### src/rtl/core/bmhq_pkg.sv
// Shared types and codes for the binary min-heap queue.
// No dependencies.
`default_nettype none

package bmhq_pkg;

    localparam logic OP_PUSH = 1'b0;
    localparam logic OP_POP  = 1'b1;

    typedef struct packed {
        logic               operation;
        logic signed [31:0] push_value;
    } t_in_item;

    typedef struct packed {
        logic signed [31:0] popped_value;
        logic               was_empty;
        logic               was_full;
        logic        [4:0]  entry_count;
    } t_out_item;

    typedef struct packed {
        logic push;
        logic pop;
    } t_cell_ctrl;

endpackage

`default_nettype wire

### src/rtl/core/bmhq_cell.sv
// One slot of the sorted chain: holds one value and a valid flag.
// Depends on bmhq_pkg for the control struct.
`default_nettype none

module bmhq_cell import bmhq_pkg::*; #(
    parameter int VALUE_BITS = 32
) (
    input  wire                          i_clk,
    input  wire                          i_rst_n,
    input  t_cell_ctrl                   i_ctrl,
    input  wire signed [VALUE_BITS-1:0]  i_push_value,
    input  wire                          i_left_valid,
    input  wire signed [VALUE_BITS-1:0]  i_left_value,
    input  wire                          i_right_valid,
    input  wire signed [VALUE_BITS-1:0]  i_right_value,
    output logic                         o_valid,
    output logic signed [VALUE_BITS-1:0] o_value
);

    logic                         r_valid;
    logic signed [VALUE_BITS-1:0] r_value;
    logic                         n_valid;
    logic signed [VALUE_BITS-1:0] n_value;
    logic                         w_mine_gt;
    logic                         w_left_gt;

    assign w_mine_gt = !r_valid || (r_value > i_push_value);
    assign w_left_gt = i_left_valid && (i_left_value > i_push_value);

    always_comb begin
        n_valid = r_valid;
        n_value = r_value;
        priority if (i_ctrl.pop) begin
            n_valid = i_right_valid;
            n_value = i_right_value;
        end else if (i_ctrl.push && w_mine_gt) begin
            priority if (w_left_gt) begin
                n_valid = 1'b1;
                n_value = i_left_value;
            end else if (i_left_valid) begin
                n_valid = 1'b1;
                n_value = i_push_value;
            end else begin
                n_valid = r_valid;
                n_value = r_value;
            end
        end else begin
            n_valid = r_valid;
            n_value = r_value;
        end
    end

    always_ff @(posedge i_clk) begin
        if (!i_rst_n) begin
            r_valid <= 1'b0;
        end else begin
            r_valid <= n_valid;
        end
        r_value <= n_value;
    end

    assign o_valid = r_valid;
    assign o_value = r_value;

endmodule

`default_nettype wire

### src/rtl/core/binary_min_heap_queue.sv
// Min-priority queue built as a sorted chain of compare-and-shift cells.
// Result: registered in the cycle after an item is accepted.
// Throughput: one item per cycle unless stalled; every cell works in that cycle.
// Reset: clears the count, the cell valid flags and the output valid flag.
// Depends on bmhq_pkg and bmhq_cell.
`default_nettype none

module binary_min_heap_queue import bmhq_pkg::*; #(
    parameter int CAPACITY   = 16,
    parameter int VALUE_BITS = 32
) (
    input  wire       i_clk,
    input  wire       i_rst_n,
    input  wire       i_in_valid,
    output logic      o_in_stall,
    input  t_in_item  i_in_item,
    output logic      o_out_valid,
    input  wire       i_out_stall,
    output t_out_item o_out_item
);

    localparam int CountBits = $clog2(CAPACITY + 1);
    localparam logic signed [VALUE_BITS-1:0] MinValue = {1'b1, {(VALUE_BITS-1){1'b0}}};

    logic                         w_cell_valid [CAPACITY];
    logic signed [VALUE_BITS-1:0] w_cell_value [CAPACITY];
    logic signed [VALUE_BITS-1:0] w_push_value;
    t_cell_ctrl                   w_ctrl;
    logic                         w_accept;
    logic                         w_full;
    logic                         w_empty;
    logic                         w_is_pop;

    logic [CountBits-1:0]         r_count;
    logic [CountBits-1:0]         n_count;
    logic                         r_out_valid;
    t_out_item                    r_out_item;
    t_out_item                    n_out_item;

    assign o_in_stall   = r_out_valid && i_out_stall;
    assign w_accept     = i_in_valid && !o_in_stall;
    assign w_full       = (r_count == CountBits'(CAPACITY));
    assign w_empty      = (r_count == '0);
    assign w_is_pop     = (i_in_item.operation == OP_POP);
    assign w_push_value = VALUE_BITS'(i_in_item.push_value);

    assign w_ctrl = t_cell_ctrl'{
        push: w_accept && !w_is_pop && !w_full,
        pop:  w_accept && w_is_pop && !w_empty
    };

    genvar gi;
    generate
        for (gi = 0; gi < CAPACITY; gi++) begin : g_cell
            logic                         w_left_valid;
            logic signed [VALUE_BITS-1:0] w_left_value;
            logic                         w_right_valid;
            logic signed [VALUE_BITS-1:0] w_right_value;

            if (gi == 0) begin : g_head
                assign w_left_valid = 1'b1;
                assign w_left_value = MinValue;
            end else begin : g_body
                assign w_left_valid = w_cell_valid[gi-1];
                assign w_left_value = w_cell_value[gi-1];
            end

            if (gi == CAPACITY - 1) begin : g_tail
                assign w_right_valid = 1'b0;
                assign w_right_value = '0;
            end else begin : g_link
                assign w_right_valid = w_cell_valid[gi+1];
                assign w_right_value = w_cell_value[gi+1];
            end

            bmhq_cell #(
                .VALUE_BITS(VALUE_BITS)
            ) u_cell (
                .i_clk        (i_clk),
                .i_rst_n      (i_rst_n),
                .i_ctrl       (w_ctrl),
                .i_push_value (w_push_value),
                .i_left_valid (w_left_valid),
                .i_left_value (w_left_value),
                .i_right_valid(w_right_valid),
                .i_right_value(w_right_value),
                .o_valid      (w_cell_valid[gi]),
                .o_value      (w_cell_value[gi])
            );
        end
    endgenerate

    always_comb begin
        n_count = r_count;
        priority if (w_ctrl.push) begin
            n_count = r_count + 1'b1;
        end else if (w_ctrl.pop) begin
            n_count = r_count - 1'b1;
        end else begin
            n_count = r_count;
        end
    end

    always_comb begin
        n_out_item.popped_value = w_ctrl.pop ? 32'(w_cell_value[0]) : 32'sd0;
        n_out_item.was_empty    = w_accept && w_is_pop && w_empty;
        n_out_item.was_full     = w_accept && !w_is_pop && w_full;
        n_out_item.entry_count  = 5'(n_count);
    end

    always_ff @(posedge i_clk) begin
        if (!i_rst_n) begin
            r_count     <= '0;
            r_out_valid <= 1'b0;
        end else begin
            r_count <= n_count;
            if (w_accept) begin
                r_out_valid <= 1'b1;
            end else if (!i_out_stall) begin
                r_out_valid <= 1'b0;
            end
        end
        if (w_accept) begin
            r_out_item <= n_out_item;
        end
    end

    assign o_out_valid = r_out_valid;
    assign o_out_item  = r_out_item;

endmodule

`default_nettype wire

### config.mk
export PLATFORM = sky130hd
export DESIGN_NAME = binary_min_heap_queue
export DESIGN_NICKNAME = d
export VERILOG_FILES = /design/src/rtl/core/bmhq_pkg.sv /design/src/rtl/core/bmhq_cell.sv /design/src/rtl/core/binary_min_heap_queue.sv
export SDC_FILE = /design/constraint.sdc
export NUM_CORES = 2
export LEC_CHECK = 0
export BUFFER_PORTS_ARGS = -buffer_cell sky130_fd_sc_hd__buf_4
export CORE_MARGIN = 5
export CORE_UTILIZATION = 45
export DETAILED_ROUTE_END_ITERATION = 7
export SETUP_SLACK_MARGIN = 0.5
export SLEW_MARGIN = 20
export SYNTH_ARGS = -nofsm -noshare
export SYNTH_HDL_FRONTEND = slang
export SYNTH_SLANG_ARGS = --single-unit
### constraint.sdc
create_clock -name i_clk -period 5 [get_ports i_clk]
set_clock_uncertainty 0.2 [all_clocks]
set_input_delay 0.5 -clock i_clk [delete_from_list [all_inputs] [get_ports i_clk]]
set_output_delay 0.5 -clock i_clk [all_outputs]
set_load 0.01 [all_outputs]
==> impl_metrics.env <==
export IMPL_synth_ff_type="edfxtp_1"
export IMPL_htreeDepth=3
export IMPL_crit_path_end_kind="flop"
export IMPL_cp_depth=13
export IMPL_dieArea_sq_um=93820
export IMPL_cp_common_cell="buf_4"
export IMPL_rsz0062_at_grt="no"
export IMPL_holdPathStages=4
export IMPL_area_growth_pct=10.66
export IMPL_powerDensity_nw_per_um2=381.5
export IMPL_post_cts_buffers=0
export IMPL_crit_path_max_incr_delay_ps=690
export IMPL_dpl_hpwl_mm=80.29
export IMPL_hold_violations=0
export IMPL_clock_root_buffer="clkbuf_16"
export IMPL_clock_latency_ps=620
export IMPL_setup_viol=0
export IMPL_wl_per_cell_um=20.66
export IMPL_coreArea_sq_um=87020
export IMPL_outcome="completed"
export IMPL_crit_start="i_in_item[21]"
export IMPL_ys_top_cells_by_count="a21oi_1, edfxtp_1, ha_1, nor2_1, mux2i_1"
export IMPL_grt_ovfl_total=0
export IMPL_syn_inst=3845
export IMPL_vias=28940
export IMPL_drtPass1Iterations=8
export IMPL_yosysTopAreaCell="edfxtp_1"
export IMPL_globalRouteTotalUtil_pct=21.78
export IMPL_slew_viol_final=0
export IMPL_final_area_sq_um=43720
export IMPL_wirelength_mm=105.6
export IMPL_drtIter0Drc=2109
export IMPL_fp_dieH_um=306.3
export IMPL_yosysMostFrequentCell="a21oi_1"
export IMPL_clock_sinks=573
export IMPL_total_power_mw=16.68
export IMPL_fin_setup_tns_ps=0
export IMPL_peakVddDrop_mv=0.2731
export IMPL_drive_above_1_share_pct=7.967
export IMPL_layout_nets=4449
export IMPL_post_route_util_pct=50.24
export IMPL_fp_row_count=108
export IMPL_fin_hold_ws_ps=37.74
export IMPL_antenna_found_initial=2
export IMPL_finalCritPeriodShare_pct=81.16
export IMPL_slew_headroom_pct=38.18
export IMPL_yosys_top_cells_area="edfxtp_1, ha_1, mux2i_1"
export IMPL_worstSetupPathType="in -> reg"
export IMPL_grt_max_degree=207
export IMPL_yosysWarnings=0
export IMPL_cts_buffers=69
export IMPL_p_leak_nw=18.05
export IMPL_viasPerCell=5.661
export IMPL_max_freq_mhz=246.4
export IMPL_worstPathCellList="buf_4 -> inv_1 -> buf_4 -> ha_1 -> nand4_1 -> nor4b_1 -> nor4b_4 -> o31ai_1 -> a31o_1 -> nand4_4 -> buf_12 -> mux2i_1 -> a21oi_1"
export IMPL_syn_nets=4396
export IMPL_fillers=8163
export IMPL_first_global_vias=27900
export IMPL_min_from="i_out_stall"
export IMPL_worst_r2r_startpoint="g_cell[9].u_cell.o_value[23]$_DFFE_PP_"
export IMPL_die_w_um=306.3
export IMPL_crit_path_start_kind="primary input"
export IMPL_ys_ff_latch=573
export IMPL_drc=0
export IMPL_preCtsSetupSlack_ps=263.0
export IMPL_clockBufferDepth=3
export IMPL_worst_slack_ps=941.9
export IMPL_r2r_cells=10
export IMPL_drv_cap=0
export IMPL_stdcell_count=5111
export IMPL_fin_crit_ps=4058
export IMPL_max_slew_worst_pin_slew_ps=927.3
export IMPL_crit_family="simple AND/OR/NAND/NOR gates"
export IMPL_crit_fanout=33
export IMPL_clk_pin_slew_ps=50
export IMPL_cts_tree="built"
export IMPL_async_flop_share_pct=0
export IMPL_synth_distinct_cells=70
export IMPL_place_gp_congestion=0.8724
export IMPL_crit_buf_inv=4
export IMPL_ant_nets=0
export IMPL_worstPathRequired_ps=5110
export IMPL_port_buffers=77
export IMPL_min_path_type="in -> reg"
export IMPL_synth_enable_flop_cells=519
export IMPL_initial_utilization_pct=45.40
export IMPL_seq_area_frac_synth_pct=42.18
export IMPL_placed_area_sq_um=41590
export IMPL_crit_path_top_delay_cell="nor4b_1"
export IMPL_synth_area_sq_um=39510
export IMPL_syn_avg_cell_area_sq_um=10.28
export IMPL_crit_arrival_ps=4160
export IMPL_grt_pass1_wl_mm=164.0
export IMPL_pin_count=78
export IMPL_placed_cells=4981
export IMPL_synth_top_area_share_pct=39.45
==> routing by layer <==
| layer | track usage, % | vias up | routed length [um] |
|---|---|---|---|
| li1 | - | 14620 | - |
| met2 | 35.70 | 633 | 48270 |
| met3 | 2.402 | 156 | 4579 |
| met5 | 0 | - | 0 |
| met1 | 30.51 | 13530 | 49560 |
| met4 | 6.874 | 0 | 3172 |
==> where the power goes <==
group          switching [mW]  leakage (nW)  internal [mW]
Combinational            2.84          11.8           1.90
Sequential              0.677          5.23           6.42
Clock                    2.08          1.04           2.77
Total                    5.59          18.0           11.1
==> registers in the layout, summed over array words and instances, names as in the netlist <==
register               flops
g_cell.u_cell.o_valid     16
g_cell.u_cell.o_value    512
o_out_item                39
o_out_valid                1
r_count                    5
==> cell usage in the layout, fill, tap and decap left out, drive strengths merged, types with 54 or more instances in the layout <==
cell    netlist  layout
nor2        488     488
a21o         77      77
edfxtp      519     519
clkbuf      158      93
a21oi       705     705
mux2i       467     467
o21ai       169     169
ha          514     514
nand4        81      81
nand3        54      54
nand2       167     167
buf          51     190
dfxtp        54      54
inv          68      70
==> kinds of logic after synthesis <==
kind of cell    Yosys count  share of synthesized area (%)
compound gates         1058                          14.95
simple gates            952                          11.14
flops                   573                          42.18
fa+ha+maj               514                          16.28
mux                     467                          11.84
buf+inv                 277                          3.522
xor+xnor                  4                        0.08867
==> final cells by class <==
type	count	area, sq um	area share (%)
Clock buffer	93	1901	4.347
Timing Repair Buffer	191	1574	3.600
Multi-Input combinational cell	2995	21660	49.53
Inverter	68	255.2	0.5838
Sequential cell	573	16670	38.12
Clock inverter	34	217.7	0.4980
Tap cell	1155	1445	3.305
Antenna cell	2	5.005	0.01145
==> repair_timing <==
item / CTS / global route
hold endpoints to repair: 1 / 0
hold buffers: 1 / 0
resized for setup: 0 / 0
==> path summary, 6_finish.rpt <==
| kind | to | slack [ps] |
|---|---|---|
| worst max-delay path | g_cell[10].u_cell.o_value[28]$_DFFE_PP_ | 940 |
| worst min-delay path | o_out_valid$_SDFFE_PN0P_ | 40 |
| worst max register to register | g_cell[10].u_cell.o_value[28]$_DFFE_PP_ | 1130 |
| worst min register to register | g_cell[0].u_cell.o_valid$_SDFFE_PN0P_ | 310 |
==> tightest hold or removal path: cells and delay by family <==
kind	cells	cell delay [ps]
AO/OA/AOI/OAI	1	100
AND/OR/NAND/NOR	1	60
buffers and inverters	2	150
Note: power is estimated with default switching activity, not from simulation.
